File: config.mk
export PLATFORM = sky130hd
export DESIGN_NAME = http_segment_length_check_top
export DESIGN_NICKNAME = d
export VERILOG_FILES = /design/src/rtl/hslc_pkg.sv /design/src/rtl/hslc_front.sv /design/src/rtl/hslc_queue.sv /design/src/rtl/hslc_back.sv /design/src/rtl/http_segment_length_check_top.sv
export SDC_FILE = /design/constraint.sdc
export NUM_CORES = 1
export LEC_CHECK = 0
export BUFFER_PORTS_ARGS = -buffer_cell sky130_fd_sc_hd__buf_2
export CAP_MARGIN = 10
export CORE_AREA = 2 2 208 149
export CTS_CLUSTER_SIZE = 28
export DETAILED_ROUTE_END_ITERATION = 10
export DIE_AREA = 0 0 210 151
export PLACE_DENSITY = 0.88
export SLEW_MARGIN = 0
export SYNTH_ARGS = -nofsm -noshare
export SYNTH_HDL_FRONTEND = slang
export SYNTH_HIERARCHICAL = 1
export SYNTH_SLANG_ARGS = --single-unit
File: constraint.sdc
create_clock -name aclk -period 5.8 [get_ports aclk]
set_input_delay 0 -clock aclk [delete_from_list [all_inputs] [get_ports aclk]]
set_output_delay 0 -clock aclk [all_outputs]
set_load 0.05 [all_outputs]
File: src/rtl/hslc_pkg.sv
package hslc_pkg;

    localparam int MaxLinesDefault = 32;
    localparam int NameLen         = 15;
    localparam int QueueDepth      = 2;

    localparam logic [31:0] Max32 = 32'hFFFF_FFFF;

    localparam logic [7:0] ChCr  = 8'h0D;
    localparam logic [7:0] ChLf  = 8'h0A;
    localparam logic [7:0] ChSp  = 8'h20;
    localparam logic [7:0] ChTab = 8'h09;
    localparam logic [7:0] ChVt  = 8'h0B;
    localparam logic [7:0] ChFf  = 8'h0C;
    localparam logic [7:0] ChPlus  = 8'h2B;
    localparam logic [7:0] ChMinus = 8'h2D;

    localparam logic [1:0] StatusOk     = 2'd0;
    localparam logic [1:0] StatusNoHdr  = 2'd1;
    localparam logic [1:0] StatusNegLen = 2'd2;

    // What the front end knows about a segment once its last byte is in.
    typedef struct packed {
        logic        header_found;
        logic [31:0] header_end_index;
        logic        value_negative;
        logic [31:0] value_acc;
        logic        value_clamped;
    } hslc_summary_t;

    // Lower-case "content-length:" one character at a time.
    function automatic logic [7:0] name_char(input logic [3:0] idx);
        logic [7:0] ch;
        begin
            unique case (idx)
                4'd0:    ch = "c";
                4'd1:    ch = "o";
                4'd2:    ch = "n";
                4'd3:    ch = "t";
                4'd4:    ch = "e";
                4'd5:    ch = "n";
                4'd6:    ch = "t";
                4'd7:    ch = "-";
                4'd8:    ch = "l";
                4'd9:    ch = "e";
                4'd10:   ch = "n";
                4'd11:   ch = "g";
                4'd12:   ch = "t";
                4'd13:   ch = "h";
                4'd14:   ch = ":";
                default: ch = 8'h00;
            endcase
            return ch;
        end
    endfunction

    function automatic logic [7:0] to_lower(input logic [7:0] c);
        logic [7:0] r;
        begin
            r = c;
            if (c >= "A" && c <= "Z") begin
                r = c | 8'h20;
            end
            return r;
        end
    endfunction

endpackage

File: src/rtl/hslc_front.sv
module hslc_front #(
    parameter int MAX_LINES = hslc_pkg::MaxLinesDefault
) (
    input  logic                    aclk,
    input  logic                    aresetn,
    input  logic                    accept,
    input  logic [7:0]              data_byte,
    input  logic                    last_byte,
    output logic                    push,
    output hslc_pkg::hslc_summary_t push_data
);
    import hslc_pkg::*;

    localparam int LineCntW = $clog2(MAX_LINES + 1);
    localparam logic [LineCntW-1:0] LineLimit = LineCntW'(MAX_LINES);
    localparam logic [3:0] NameLast = 4'(NameLen - 1);

    typedef enum logic [1:0] {
        PH_NAME,
        PH_SPACE,
        PH_DIGITS,
        PH_IGNORE
    } phase_t;

    logic [31:0]         pos_reg, pos_next;
    logic [1:0]          term_reg, term_next;
    logic [31:0]         hdr_idx_reg, hdr_idx_next;
    logic                found_reg, found_next;
    logic [LineCntW-1:0] line_cnt_reg, line_cnt_next;
    logic                in_line_reg, in_line_next;
    phase_t              phase_reg, phase_next;
    logic [3:0]          name_cnt_reg, name_cnt_next;
    logic                neg_reg, neg_next;
    logic [31:0]         acc_reg, acc_next;
    logic                clamp_reg, clamp_next;
    logic                taken_reg, taken_next;
    logic                stopped_reg, stopped_next;

    logic        is_digit;
    logic [35:0] acc_wide;
    logic [31:0] acc_dig;
    logic        clamp_dig;

    assign is_digit = (data_byte >= "0") && (data_byte <= "9");

    // acc * 10 + digit; a digit's value is its low nibble
    always_comb begin
        acc_wide = {1'b0, acc_reg, 3'b000} + {3'b000, acc_reg, 1'b0}
                 + {32'd0, data_byte[3:0]};
        if (acc_wide[35:32] != 4'd0) begin
            acc_dig   = Max32;
            clamp_dig = 1'b1;
        end else begin
            acc_dig   = acc_wide[31:0];
            clamp_dig = clamp_reg;
        end
    end

    always_comb begin
        phase_t     ph;
        logic [3:0] nc;
        logic       go;

        pos_next      = pos_reg;
        term_next     = term_reg;
        hdr_idx_next  = hdr_idx_reg;
        found_next    = found_reg;
        line_cnt_next = line_cnt_reg;
        in_line_next  = in_line_reg;
        phase_next    = phase_reg;
        name_cnt_next = name_cnt_reg;
        neg_next      = neg_reg;
        acc_next      = acc_reg;
        clamp_next    = clamp_reg;
        taken_next    = taken_reg;
        stopped_next  = stopped_reg;
        ph            = phase_reg;
        nc            = name_cnt_reg;
        go            = 1'b1;

        if (!found_reg) begin
            // line parser
            if (!stopped_reg) begin
                if (data_byte == 8'h00) begin
                    stopped_next = 1'b1;
                end else if (data_byte == ChCr || data_byte == ChLf) begin
                    in_line_next = 1'b0;
                end else begin
                    if (!in_line_reg) begin
                        if (taken_reg || line_cnt_reg >= LineLimit) begin
                            stopped_next = 1'b1;
                            go           = 1'b0;
                        end else begin
                            line_cnt_next = line_cnt_reg + 1'b1;
                            in_line_next  = 1'b1;
                            ph            = PH_NAME;
                            nc            = 4'd0;
                        end
                    end
                    if (go) begin
                        phase_next    = ph;
                        name_cnt_next = nc;
                        unique case (ph)
                            PH_NAME: begin
                                if (to_lower(data_byte) == name_char(nc)) begin
                                    name_cnt_next = nc + 4'd1;
                                    if (nc == NameLast) begin
                                        taken_next = 1'b1;
                                        phase_next = PH_SPACE;
                                    end
                                end else begin
                                    phase_next = PH_IGNORE;
                                end
                            end
                            PH_SPACE: begin
                                if (data_byte == ChSp || data_byte == ChTab ||
                                    data_byte == ChVt || data_byte == ChFf) begin
                                    phase_next = PH_SPACE;
                                end else if (data_byte == ChPlus) begin
                                    phase_next = PH_DIGITS;
                                end else if (data_byte == ChMinus) begin
                                    neg_next   = 1'b1;
                                    phase_next = PH_DIGITS;
                                end else if (is_digit) begin
                                    acc_next   = acc_dig;
                                    clamp_next = clamp_dig;
                                    phase_next = PH_DIGITS;
                                end else begin
                                    phase_next = PH_IGNORE;
                                end
                            end
                            PH_DIGITS: begin
                                if (is_digit) begin
                                    acc_next   = acc_dig;
                                    clamp_next = clamp_dig;
                                end else begin
                                    phase_next = PH_IGNORE;
                                end
                            end
                            default: begin
                                phase_next = ph;
                            end
                        endcase
                    end
                end
            end

            // CR LF CR LF search
            if (data_byte == ChCr) begin
                term_next = (term_reg == 2'd2) ? 2'd3 : 2'd1;
            end else if (data_byte == ChLf) begin
                if (term_reg == 2'd1) begin
                    term_next = 2'd2;
                end else if (term_reg == 2'd3) begin
                    found_next   = 1'b1;
                    hdr_idx_next = pos_reg - 32'd3;
                    term_next    = 2'd0;
                end else begin
                    term_next = 2'd0;
                end
            end else begin
                term_next = 2'd0;
            end
        end

        if (pos_reg != Max32) begin
            pos_next = pos_reg + 32'd1;
        end
    end

    assign push                       = accept && last_byte;
    assign push_data.header_found     = found_next;
    assign push_data.header_end_index = hdr_idx_next;
    assign push_data.value_negative   = neg_next;
    assign push_data.value_acc        = acc_next;
    assign push_data.value_clamped    = clamp_next;

    always_ff @(posedge aclk) begin
        if (!aresetn || push) begin
            pos_reg      <= 32'd0;
            term_reg     <= 2'd0;
            hdr_idx_reg  <= 32'd0;
            found_reg    <= 1'b0;
            line_cnt_reg <= '0;
            in_line_reg  <= 1'b0;
            phase_reg    <= PH_NAME;
            name_cnt_reg <= 4'd0;
            neg_reg      <= 1'b0;
            acc_reg      <= 32'd0;
            clamp_reg    <= 1'b0;
            taken_reg    <= 1'b0;
            stopped_reg  <= 1'b0;
        end else if (accept) begin
            pos_reg      <= pos_next;
            term_reg     <= term_next;
            hdr_idx_reg  <= hdr_idx_next;
            found_reg    <= found_next;
            line_cnt_reg <= line_cnt_next;
            in_line_reg  <= in_line_next;
            phase_reg    <= phase_next;
            name_cnt_reg <= name_cnt_next;
            neg_reg      <= neg_next;
            acc_reg      <= acc_next;
            clamp_reg    <= clamp_next;
            taken_reg    <= taken_next;
            stopped_reg  <= stopped_next;
        end
    end

endmodule

File: src/rtl/hslc_queue.sv
module hslc_queue (
    input  logic                    aclk,
    input  logic                    aresetn,
    input  logic                    push,
    input  hslc_pkg::hslc_summary_t push_data,
    output logic                    full,
    output logic                    not_empty,
    input  logic                    pop,
    output hslc_pkg::hslc_summary_t pop_data
);
    import hslc_pkg::*;

    localparam int PtrW = (QueueDepth > 1) ? $clog2(QueueDepth) : 1;
    localparam int CntW = $clog2(QueueDepth + 1);
    localparam logic [PtrW-1:0] PtrLast = PtrW'(QueueDepth - 1);
    localparam logic [CntW-1:0] CntFull = CntW'(QueueDepth);

    hslc_summary_t       slot_reg [QueueDepth];
    logic [PtrW-1:0]     wr_ptr_reg, wr_ptr_next;
    logic [PtrW-1:0]     rd_ptr_reg, rd_ptr_next;
    logic [CntW-1:0]     count_reg, count_next;

    assign full      = (count_reg == CntFull);
    assign not_empty = (count_reg != '0);
    assign pop_data  = slot_reg[rd_ptr_reg];

    always_comb begin
        wr_ptr_next = wr_ptr_reg;
        rd_ptr_next = rd_ptr_reg;
        count_next  = count_reg;
        if (push) begin
            wr_ptr_next = (wr_ptr_reg == PtrLast) ? '0 : wr_ptr_reg + 1'b1;
        end
        if (pop) begin
            rd_ptr_next = (rd_ptr_reg == PtrLast) ? '0 : rd_ptr_reg + 1'b1;
        end
        if (push && !pop) begin
            count_next = count_reg + 1'b1;
        end else if (pop && !push) begin
            count_next = count_reg - 1'b1;
        end
    end

    always_ff @(posedge aclk) begin
        if (!aresetn) begin
            wr_ptr_reg <= '0;
            rd_ptr_reg <= '0;
            count_reg  <= '0;
        end else begin
            wr_ptr_reg <= wr_ptr_next;
            rd_ptr_reg <= rd_ptr_next;
            count_reg  <= count_next;
        end
    end

    always_ff @(posedge aclk) begin
        if (push) begin
            slot_reg[wr_ptr_reg] <= push_data;
        end
    end

endmodule

File: src/rtl/hslc_back.sv
module hslc_back (
    input  logic                    aclk,
    input  logic                    aresetn,
    input  logic                    q_not_empty,
    input  hslc_pkg::hslc_summary_t q_data,
    output logic                    q_pop,
    output logic                    m_valid,
    input  logic                    m_ready,
    output logic [1:0]              m_status,
    output logic [31:0]             m_total_length,
    output logic                    m_saturated
);
    import hslc_pkg::*;

    logic        m_valid_reg;
    logic [1:0]  status_reg, status_next;
    logic [31:0] total_reg, total_next;
    logic        sat_reg, sat_next;
    logic [33:0] sum;

    assign q_pop = q_not_empty && (!m_valid_reg || m_ready);
    assign sum   = {2'b00, q_data.header_end_index} + 34'd4 + {2'b00, q_data.value_acc};

    always_comb begin
        status_next = StatusOk;
        total_next  = 32'd0;
        sat_next    = 1'b0;
        if (!q_data.header_found) begin
            status_next = StatusNoHdr;
        end else if (q_data.value_negative &&
                     (q_data.value_acc != 32'd0 || q_data.value_clamped)) begin
            status_next = StatusNegLen;
        end else if (sum[33:32] != 2'b00) begin
            total_next = Max32;
            sat_next   = 1'b1;
        end else begin
            total_next = sum[31:0];
            sat_next   = q_data.value_clamped;
        end
    end

    always_ff @(posedge aclk) begin
        if (!aresetn) begin
            m_valid_reg <= 1'b0;
        end else if (q_pop) begin
            m_valid_reg <= 1'b1;
        end else if (m_ready) begin
            m_valid_reg <= 1'b0;
        end
    end

    always_ff @(posedge aclk) begin
        if (q_pop) begin
            status_reg <= status_next;
            total_reg  <= total_next;
            sat_reg    <= sat_next;
        end
    end

    assign m_valid        = m_valid_reg;
    assign m_status       = status_reg;
    assign m_total_length = total_reg;
    assign m_saturated    = sat_reg;

endmodule

File: src/rtl/http_segment_length_check_top.sv
// HTTP segment length check.
// Input channel (s_valid/s_ready): one payload byte per request, s_last_byte
// set on the final byte of a segment. Result channel (m_valid/m_ready): one
// request per segment with status, total length (header end index + 4 +
// content length, 32-bit clamped) and a saturation flag.
// Throughput: one byte per cycle while the result queue has room. The parser
// updates its state in the cycle a byte is taken, so s_ready only depends on
// the result queue. The edge that takes the last byte writes its result into
// the two-entry result queue; the output register loads it, raising m_valid,
// once that register is empty or m_ready is high.
// If the receiver stalls, results pile up in the queue and output register;
// once the queue holds two, s_ready drops until m_ready frees a slot.
// Reset (aresetn low, synchronous) clears the parser, empties the queue and
// drops m_valid. After each last byte the parser starts fresh on the next
// segment.
module http_segment_length_check_top #(
    parameter int MAX_LINES = hslc_pkg::MaxLinesDefault
) (
    input  logic        aclk,
    input  logic        aresetn,
    input  logic        s_valid,
    output logic        s_ready,
    input  logic [7:0]  s_data_byte,
    input  logic        s_last_byte,
    output logic        m_valid,
    input  logic        m_ready,
    output logic [1:0]  m_status,
    output logic [31:0] m_total_length,
    output logic        m_saturated
);
    import hslc_pkg::*;

    logic          accept;
    logic          push;
    hslc_summary_t push_data;
    logic          q_full;
    logic          q_not_empty;
    logic          q_pop;
    hslc_summary_t q_data;

    assign s_ready = !q_full;
    assign accept  = s_valid && s_ready;

    hslc_front #(
        .MAX_LINES (MAX_LINES)
    ) u_front (
        .aclk      (aclk),
        .aresetn   (aresetn),
        .accept    (accept),
        .data_byte (s_data_byte),
        .last_byte (s_last_byte),
        .push      (push),
        .push_data (push_data)
    );

    hslc_queue u_queue (
        .aclk      (aclk),
        .aresetn   (aresetn),
        .push      (push),
        .push_data (push_data),
        .full      (q_full),
        .not_empty (q_not_empty),
        .pop       (q_pop),
        .pop_data  (q_data)
    );

    hslc_back u_back (
        .aclk           (aclk),
        .aresetn        (aresetn),
        .q_not_empty    (q_not_empty),
        .q_data         (q_data),
        .q_pop          (q_pop),
        .m_valid        (m_valid),
        .m_ready        (m_ready),
        .m_status       (m_status),
        .m_total_length (m_total_length),
        .m_saturated    (m_saturated)
    );

endmodule

# --- Word level (Yosys, flattened, before mapping) ---
# Memories as Yosys holds them, arrays and structs flattened. A register that Yosys moved wholly into a read port is not among the register bits.
# Cells that the tools add are included.
totals:
  mem_bits_ro: 112
  mem_count: 2
  ram_bits: 134
  reg_bits: 156
op_classes:
  addsub: 12
  n_bitwise: 7
  n_eq_ne: 17
  muxes: 105
  n_reduce_logical: 36
  magnitude_cmp: 5
mem_list:
  columns: ["name", "depth", "word_bits", "read_ports", "rd_ports_with_merged_regs", "write_ports", "line_no", "text"]
  rows:
  - ["u_queue.slot_reg", 2, 67, 1, 1, 1, "hslc_queue.sv:18", "hslc_summary_t slot_reg [QueueDepth];"]
  - ["(name not given)", 16, 7, 1, 0, 0, "hslc_pkg.sv:35", "unique case (idx)"]
ops:
  columns: ["operator", "count"]
  rows:
  - ["$mux W32", 16]
  - ["$mux W8", 12]
  - ["$pmux W32 S2", 1]
  - ["$mux W1", 46]
  - ["$eq A8 B4 Y1 const B", 5]
  - ["$mux W2", 19]
  - ["$add A35 B33 Y36", 1]
  - ["$add A36 B4 Y36", 1]
  - ["$add A34 B32 Y34", 1]
  - ["$add A32 B3 Y33 const B", 1]
  - ["$add A32 B1 Y32 const B", 1]
  - ["$mux W4", 8]
  - ["$ne A32 B32 Y1 const B", 1]
  - ["$reduce_bool A32 Y1", 1]
  - ["$sub A32 B2 Y32 const B", 1]
  - ["$eq A8 B6 Y1 const B", 3]
  - ["$reduce_and A9 Y1", 1]
  - ["$eq A2 B2 Y1 const B", 4]
  - ["$eq A8 B8 Y1", 1]
  - ["$ge A8 B6 Y1 const B", 1]
  - ["$ge A8 B7 Y1 const B", 1]
  - ["$le A8 B6 Y1 const B", 1]
  - ["$le A8 B7 Y1 const B", 1]
  - ["$logic_and A1 B1 Y1", 8]
  - ["23 further kinds", 46]

# --- Longest topological paths before layout ---
# Gate-level depths: netlist (run 1).
logic_depth:
  depth_word: 18
  ltp_mapped: 20
  ltp_nobuf: 17

# --- Hierarchy ---
# The synthesis (run 1) kept the hierarchy.
by_module_without_submodules:
  columns: ["mod", "n_inst", "area_per_inst_um2", "cells_each"]
  rows:
  - ["hslc_front", 1, 9798.1, 1308]
  - ["hslc_queue", 1, 5168.7, 230]
  - ["hslc_back", 1, 3752.3, 418]
  - ["http_segment_length_check_top", 1, 10.0, 2]

# --- Worst setup path after synthesis (run 1) ---
# OpenSTA, ideal clock, no wires.
synth_path:
  path_type: "register to register"
  from: "register u_queue.count_reg[0]"
  to: "memory u_queue/slot_reg[0][0] (netlist name), enable pin"
  t_arrival_ns: 4.211
  synth_period_minus_slack_ns: 4.713
  stages_incl_launch_ff: 7
  path_buffers: 1
  required_time_ns: 5.299
  setup_time_ns: 0.501
  setup_slack_ns: 1.087
  path_cell_list: "dfxtp_1 > and2b_2 > nor2b_1 > clkbuf_1 > nand2_1 > inv_1 > nor2b_1"
synth_via:
  elab_chain_len: 6
synth_rtl:
  columns: ["element", "line_no", "text"]
  rows:
  - ["start, declared", "hslc_queue.sv:21", "logic [CntW-1:0] count_reg, count_next;"]
  - ["start signal, assigned", "hslc_queue.sv:52", "count_reg <= count_next;"]
  - ["$eq A2 B2 Y1", "hslc_queue.sv:23", "assign full = (count_reg == CntFull);"]
  - ["via q_full", "http_segment_length_check_top.sv:36", "logic q_full;"]
  - ["$logic_not A1 Y1", "http_segment_length_check_top.sv:41", "assign s_ready = !q_full;"]
  - ["$logic_and A1 B1 Y1", "http_segment_length_check_top.sv:42", "assign accept = s_valid && s_ready;"]
  - ["via accept", "http_segment_length_check_top.sv:33", "logic accept;"]
  - ["$logic_and A1 B1 Y1", "hslc_front.sv:171", "assign push = accept && last_byte;"]
  - ["via push", "http_segment_length_check_top.sv:34", "logic push;"]
  - ["$mux W1", "hslc_queue.sv:57", "if (push) begin"]
  - ["$mux W1 (not written as such)", "hslc_queue.sv:58", "slot_reg[wr_ptr_reg] <= push_data;"]
  - ["end, declared", "hslc_queue.sv:18", null]
# The timed path passes the listed nets, and every way through them passes these cells.

==> impl_metrics.json, run 1 <==
{
  "outcome": "finished, final reports clean",
  "synth_top_area_frac": 0.2710,
  "portBuffers": 49,
  "syn_to_final_growth_pct": 7.068,
  "num_antenna_cells": 0,
  "crit_type": "reg -> reg",
  "slew_headroom": 0.2108,
  "fin_setup_tns_ns": 0,
  "htree_levels": 1,
  "finish.utilization": 0.6765,
  "power.density_nw_per_um2": 362.4,
  "fp.dieW_um": 210,
  "hold_viol_final": 0,
  "synth_cell_types": 106,
  "cts_tree": "yes",
  "rsz0062_at_grt": "no",
  "wirelength_um": 48160,
  "ys_top_cells_by_area": "edfxtp_1 (27%), dfxtp_1 (13%), ha_1 (7.4%)",
  "drive_above_1_share": 0.1250,
  "synthFlopType": "edfxtp_1",
  "irDropWorstVdd_uv": 227.3,
  "required_ns": 6.07,
  "netSwitchingFraction": 0.3885,
  "postCtsSetupRepairBufs": 0,
  "dp_hpwl_um": 34460,
  "period_share": 0.8922,
  "cts_inserted_buffers": 27,
  "start_util": 0.6318,
  "n_fill_cell": 2153,
  "worstPathArrival_ns": 5.45,
  "cts_sinks": 291,
  "postCtsHoldBufs": 6,
  "async_flop_share": 0,
  "yosysTopAreaCell": "edfxtp_1",
  "antenna_found_initial": 0,
  "io_pins": 50,
  "die_h_um": 151,
  "maxSlewViolCount": 0,
  "ant_nets": 0,
  "worstMarginPinSlew_ns": 1.176,
  "power_frac_clock": 0.251,
  "drtPass1Iterations": 8,
  "clk_pin_slew_ns": 0.08,
  "p_leak_nw": 7.976,
  "maxCapViolCount": 0,
  "drc": 0,
  "hp-class": "in -> reg",
  "drt_iter0_markers": 1793,
  "instances_no_fill": 2361,
  "via_per_inst": 6.582,
  "intPower_mw": 4.444,
  "vias": 15540,
  "combPwrFrac": 0.400,
  "largest_reg_flops": 134,
  "clock_skew_ns": 0.01905,
  "ys_warn_count": 6,
  "place_area_um2": 19090,
  "crit_fanout": 26,
  "worst_setup_path_start_kind": "flip-flop",
  "yosysMostFrequentCell": "nand2_1",
  "syn-cell-area_um2": 18730,
  "seqPwrFrac": 0.349,
  "worstSetupEndpointType": "flip-flop",
  "synth-edff-count": 169,
  "grt_pass1_wl_um": 76220,
  "wl_per_cell_um": 20.40,
  "core_um2": 29640,
  "rrSetupSlack_ns": 0.62,
  "cts-resized-gates": 0,
  "fin_crit_ns": 5.175,
  "synth_area_per_cell_um2": 9.565,
  "nNetsFinal": 2082,
  "synth-seq-cells": 291,
  "switching_power_mw": 2.823,
  "synth_seq_area_share": 0.4014,
  "fmax_mhz": 193.2,
  "dp.cells": 2303,
  "cts.root.buffer_cell": "clkbuf_16",
  "grt_max_degree": 78,
  "gr-usage-all-layers": 0.2988,
  "rows": 53,
  "cts.path.max_buffers": 3,
  "grt_pass1_vias": 14430,
  "min-delay-start": "s_data_byte[7]",
  "insertion_delay_ns": 0.58,
  "synthCells": 1958,
  "routabilityCongestion": 0.9770,
  "gr-total-overflow": 0,
  "design_area_um2": 20050,
  "synth_common_cells": "nand2_1 (228), edfxtp_1 (169), nor2_1 (151), a21oi_1 (132), dfxtp_1 (122)",
  "syn_nets": 2085,
  "die-area_um2": 31710,
  "finalSetupViolCount": 0
}
final timing paths:
check             depth (start not counted)                  endpoint
hold reg to reg                           2           u_front/neg_reg
setup / recovery                         17  u_back/m_total_length[0]
hold / removal                            7   u_front/name_cnt_reg[1]
setup reg to reg                         17  u_back/m_total_length[0]
power by group through the flow:
stage	Combinational [mW]	Clock, mW	Sequential (mW)
after global routing	3.10	1.91	2.55
final	2.91	1.82	2.53
after CTS	2.84	1.83	2.53
after global placement	2.73	0	2.56
after floorplan	1.85	0	2.93
after detailed placement	2.79	0	2.58
metal layers:
metal,vias to the layer above,share of wire,global-route usage
met3,124,0.10,0.05370
met4,0,0.027,0.08298
met5,-,0,0
li1,7231,-,-
met1,7332,0.44,0.4386
met2,853,0.43,0.4548
critical path, stage by stage, from the launching register on:
cell and delay (ns):
dfxtp_4 0.60, mux2_4 0.27, and3_1 0.20, and3_1 0.27, nand2_1 0.13, nor4_1 0.76, nand2_1 0.20, xnor2_1 0.18
ha_1 0.42, and3_4 0.26, and2_4 0.16, a41o_1 0.23, a21oi_1 0.15, o21ai_1 0.10, or3_1 0.42, o21ai_2 0.15
buf_8 0.23, a21oi_1 0.10
layout make-up:
| class | count | area, um2 | area share |
|---|---|---|---|
| Clock buffer | 33 | 698.2 | 0.03482 |
| Timing Repair Buffer | 69 | 415.4 | 0.02072 |
| Tap cell | 385 | 481.7 | 0.02402 |
| Inverter | 48 | 180.2 | 0.008985 |
| Multi-Input combinational cell | 1518 | 10570 | 0.5271 |
| Sequential cell | 291 | 7521 | 0.3751 |
| Clock inverter | 17 | 186.4 | 0.009297 |
metrics by stage:
stage	power (mW)	setup slack, ns	hold slack (ns)
4_1_cts	7.202	0.3155	0.02753
3_5_place_dp	5.370	0.5403	0.3683
2_1_floorplan	4.774	1.087	0.1175
6_report	7.267	0.6250	0.03125
3_3_place_gp	5.292	0.8182	0.3495
5_1_grt	7.570	0.4105	0.07412
cells by family after synthesis:
family / count (synthesis) / share of synthesized area
AOI/OAI and AO/OA: 471 / 0.1665
xor gates and xnor gates: 142 / 0.06640
adders and majority gates: 114 / 0.07736
buffers and inverters: 149 / 0.03601
DFF: 291 / 0.4014
muxes: 98 / 0.06286
and+or+nand+nor: 693 / 0.1895
placed cells by master (no fill, tap or decap), types with 15 or more instances in the layout:
cell       count
a21o_1        36
a21oi_1      132
a22oi_1       23
a31oi_1       20
and2_1        15
and3_1        21
buf_2         50
clkbuf_16     27
dfxtp_1      121
edfxtp_1     169
ha_1         111
inv_1         48
mux2_2        37
mux2_4        30
mux2i_1       31
nand2_1      227
nand2b_1      17
nand3_1       55
nand4_1       28
nor2_1       151
nor3_1        39
nor4_1        29
o211ai_1      26
o21ai_0       83
o21ai_1       39
or3_1         25
xnor2_1       86
xor2_1        56
Note: power is estimated with default switching activity, not from simulation.
==> run 2: changes to the inputs <==
Settings changed: ABC_AREA set to 1, BUFFER_PORTS_ARGS -buffer_cell sky130_fd_sc_hd__buf_2 to unset, CORE_AREA 2 2 208 149 to 2 2 216 155, DIE_AREA 0 0 210 151 to 0 0 218 157, DONT_BUFFER_PORTS set to 1, PLACE_DENSITY 0.88 to 0.87.
==> run 2 against run 1 <==
Sequential power grew 31%. Sequential cell count is the same. Cell area is 9.6% higher. Clock power about the same. Clock skew decreased by 0.0076 ns. Sequential share of layout area decreased by 3.3 points. Utilization rose by 1.2 points. Non-clock buffer count is 33 lower. Global-route usage up 3.7 points. Area after synthesis grew 10%.
==> impl_metrics.json, run 2 <==
{
  "outcome": "finished, final reports clean",
  "period_share": 0.8420,
  "reg2reg_to": "u_back/m_total_length[0]",
  "vias": 18493,
  "design_area_um2": 21980,
  "gr-usage-all-layers": 0.3355,
  "rows": 55,
  "cts_tree": "yes",
  "drc": 0,
  "final_cell_mix": "nand2_1 (675), inv_1 (382), nor2_1 (212)",
  "postCtsHoldBufs": 19,
  "core_um2": 31930,
  "insertion_delay_ns": 0.57,
  "drtPass1Iterations": 6,
  "io_pins": 50,
  "worst_setup_path_start_kind": "flip-flop",
  "die_h_um": 157,
  "portBuffers": 0,
  "slew_headroom": 0.2515,
  "num_antenna_cells": 0,
  "die-area_um2": 34230,
  "hp-class": "in -> reg",
  "min_path_cells": 7,
  "grt_max_degree": 81,
  "clock_skew_ns": 0.01150,
  "mostFrequentLayoutCell": "nand2_1",
  "ys_top_cells_by_area": "edfxtp_1 (25%), nand2_1 (12%), dfxtp_1 (12%)",
  "postCtsSetupRepairBufs": 0,
  "reg2reg_depth": 22,
  "irDropWorstVdd_uv": 432.4,
  "antenna_found_initial": 0,
  "wl_per_cell_um": 18.23,
  "cts.root.buffer_cell": "clkbuf_16",
  "ant_nets": 0,
  "finalSetupViolCount": 0,
  "grt_pass1_wl_um": 90670,
  "drive_above_1_share": 0.09708,
  "fmax_mhz": 204.8,
  "maxCapViolCount": 0,
  "ys_warn_count": 6,
  "wirelength_um": 57730,
  "fin_crit_ns": 4.884,
  "worstPathArrival_ns": 5.16,
  "worstSetupEndpointType": "flip-flop",
  "min-delay-start": "s_data_byte[2]",
  "synth-edff-count": 169,
  "routabilityCongestion": 1.011,
  "fin_setup_tns_ns": 0,
  "grt_pass1_vias": 16619,
  "start_util": 0.6458,
  "nNetsFinal": 2846,
  "hold_viol_final": 0,
  "yosysMostFrequentCell": "nand2_1",
  "crit_type": "reg -> reg",
  "required_ns": 6.07,
  "synthCells": 2733,
  "rsz0062_at_grt": "no",
  "synthFlopType": "edfxtp_1",
  "async_flop_share": 0,
  "yosysTopAreaCell": "edfxtp_1",
  "gr-total-overflow": 0,
  "cts.path.max_buffers": 3,
  "crit_fanout": 33,
  "synth_cell_types": 65,
  "synth_top_area_frac": 0.2461,
  "syn-cell-area_um2": 20620,
  "syn_to_final_growth_pct": 6.596,
  "cts_inserted_buffers": 27,
  "cts-resized-gates": 0,
  "synth_area_per_cell_um2": 7.545,
  "power.density_nw_per_um2": 412.9,
  "synth_seq_area_share": 0.3646,
  "synth_common_cells": "nand2_1 (676), inv_1 (383), nor2_1 (213), a21oi_1 (187), edfxtp_1 (169)",
  "synth-seq-cells": 291,
  "rrSetupSlack_ns": 0.92,
  "cts_sinks": 291,
  "clk_pin_slew_ns": 0.07,
  "worstMarginPinSlew_ns": 1.120,
  "maxSlewViolCount": 0,
  "via_per_inst": 5.839,
  "p_leak_nw": 10.23,
  "fp.dieW_um": 218,
  "hold-path-endpoint": "u_front/term_reg[0]",
  "syn_nets": 2860,
  "drt_iter0_markers": 2025,
  "htree_levels": 1,
  "largest_reg_flops": 134,
  "dp_hpwl_um": 44090,
  "place_area_um2": 20870
}
-- run 2: cell types whose count changed after synthesis, moves of 31 or more --
cell,delta
a21oi_1,+55
xnor2_1,-50
nand2_1,+448
nand3_1,+51
mux2i_1,-31
a21o_1,-32
o21ai_0,+70
inv_1,+335
nor2_1,+62
-- run 2: area by class of cell --
| class | count | area (um2) |
|---|---|---|
| Clock inverter | 17 | 186.4 |
| Fill cell | 2564 | 9951 |
| Multi-Input combinational cell | 1947 | 11130 |
| Tap cell | 427 | 534.3 |
| Sequential cell | 291 | 7521 |
| Timing Repair Buffer | 36 | 325.3 |
| Clock buffer | 33 | 718.2 |
| Inverter | 416 | 1567 |
-- run 2: how the worst max path moves through the flow --
stage | startpoint | endpoint | slack (ns) | cells after the start
after detailed placement | flip-flop | u_back/m_total_length[25] | 1.00 | 22
after CTS | flip-flop | u_back/m_total_length[0] | 1.00 | 22
after global routing | flip-flop | u_back/m_total_length[1] | 0.54 | 25
after global placement | flip-flop | u_back/m_total_length[2] | 1.17 | 25
final | flip-flop | u_back/m_total_length[0] | 0.92 | 22
after floorplan | u_queue/count_reg[1] | u_queue/slot_reg[0][0] | 1.55 | 8
-- run 2: report_power, final --
part           switching [mW]  total [mW]  internal [mW]
clock network           0.807        1.83           1.02
registers               0.672        3.32           2.65
logic                    2.61        3.92           1.31
-- run 2: worst max-delay path, stage by stage (launching register included) --
cell and delay (ns):
dfxtp_4 0.68, mux2_4 0.27, ha_1 0.20, nand3_2 0.13, nor2_4 0.15, nand2_2 0.12, nor2_2 0.14, nand2_1 0.12
nor2_2 0.13, nand2_1 0.10, nor3_2 0.13, xor2_1 0.26, inv_1 0.09, ha_1 0.37, nand2_1 0.11, nor2_1 0.22
nand2_1 0.12, nor2_1 0.11, nand2_1 0.07, nand3_1 0.08, nand2_2 0.07, nor2_4 0.62, a21oi_1 0.19
-- run 2: cell families (layout without fill, tap and decap cells) --
family	count (synthesis)	in the layout	share of synthesized area
xor+xnor	89	89	0.03780
buf+inv	495	502	0.09703
simple gates	1191	1191	0.2581
fa+ha+maj	114	114	0.07027
mux	67	67	0.04205
compound gates	486	486	0.1302
flops	291	291	0.3646
-- run 2: through the flow --
| step | util | hold slack [ns] | worst slack, ns | std cells | power [mW] |
|---|---|---|---|---|---|
| 6_report | 0.6884 | 0.01943 | 0.9165 | 3167 | 9.076 |
| 2_1_floorplan | - | 0.1207 | 1.555 | 2733 | 6.140 |
| 5_1_grt | 0.6884 | 0.06905 | 0.5438 | 3167 | 9.581 |
| 3_5_place_dp | 0.6536 | 0.1354 | 1.002 | 3097 | 7.160 |
| 4_1_cts | 0.6879 | 0.005627 | 1.004 | 3166 | 9.008 |
| 3_3_place_gp | 0.6536 | 0.1238 | 1.170 | 3097 | 7.047 |
-- run 2: per-layer routing --
| layer | global-route usage | up-vias | routed length, um |
|---|---|---|---|
| met2 | 0.4978 | 898 | 24170 |
| met3 | 0.05353 | 88 | 5569 |
| met1 | 0.5183 | 8564 | 27070 |
| met4 | 0.05799 | 0 | 919 |
| met5 | 0 | - | 0 |
| li1 | - | 8943 | - |
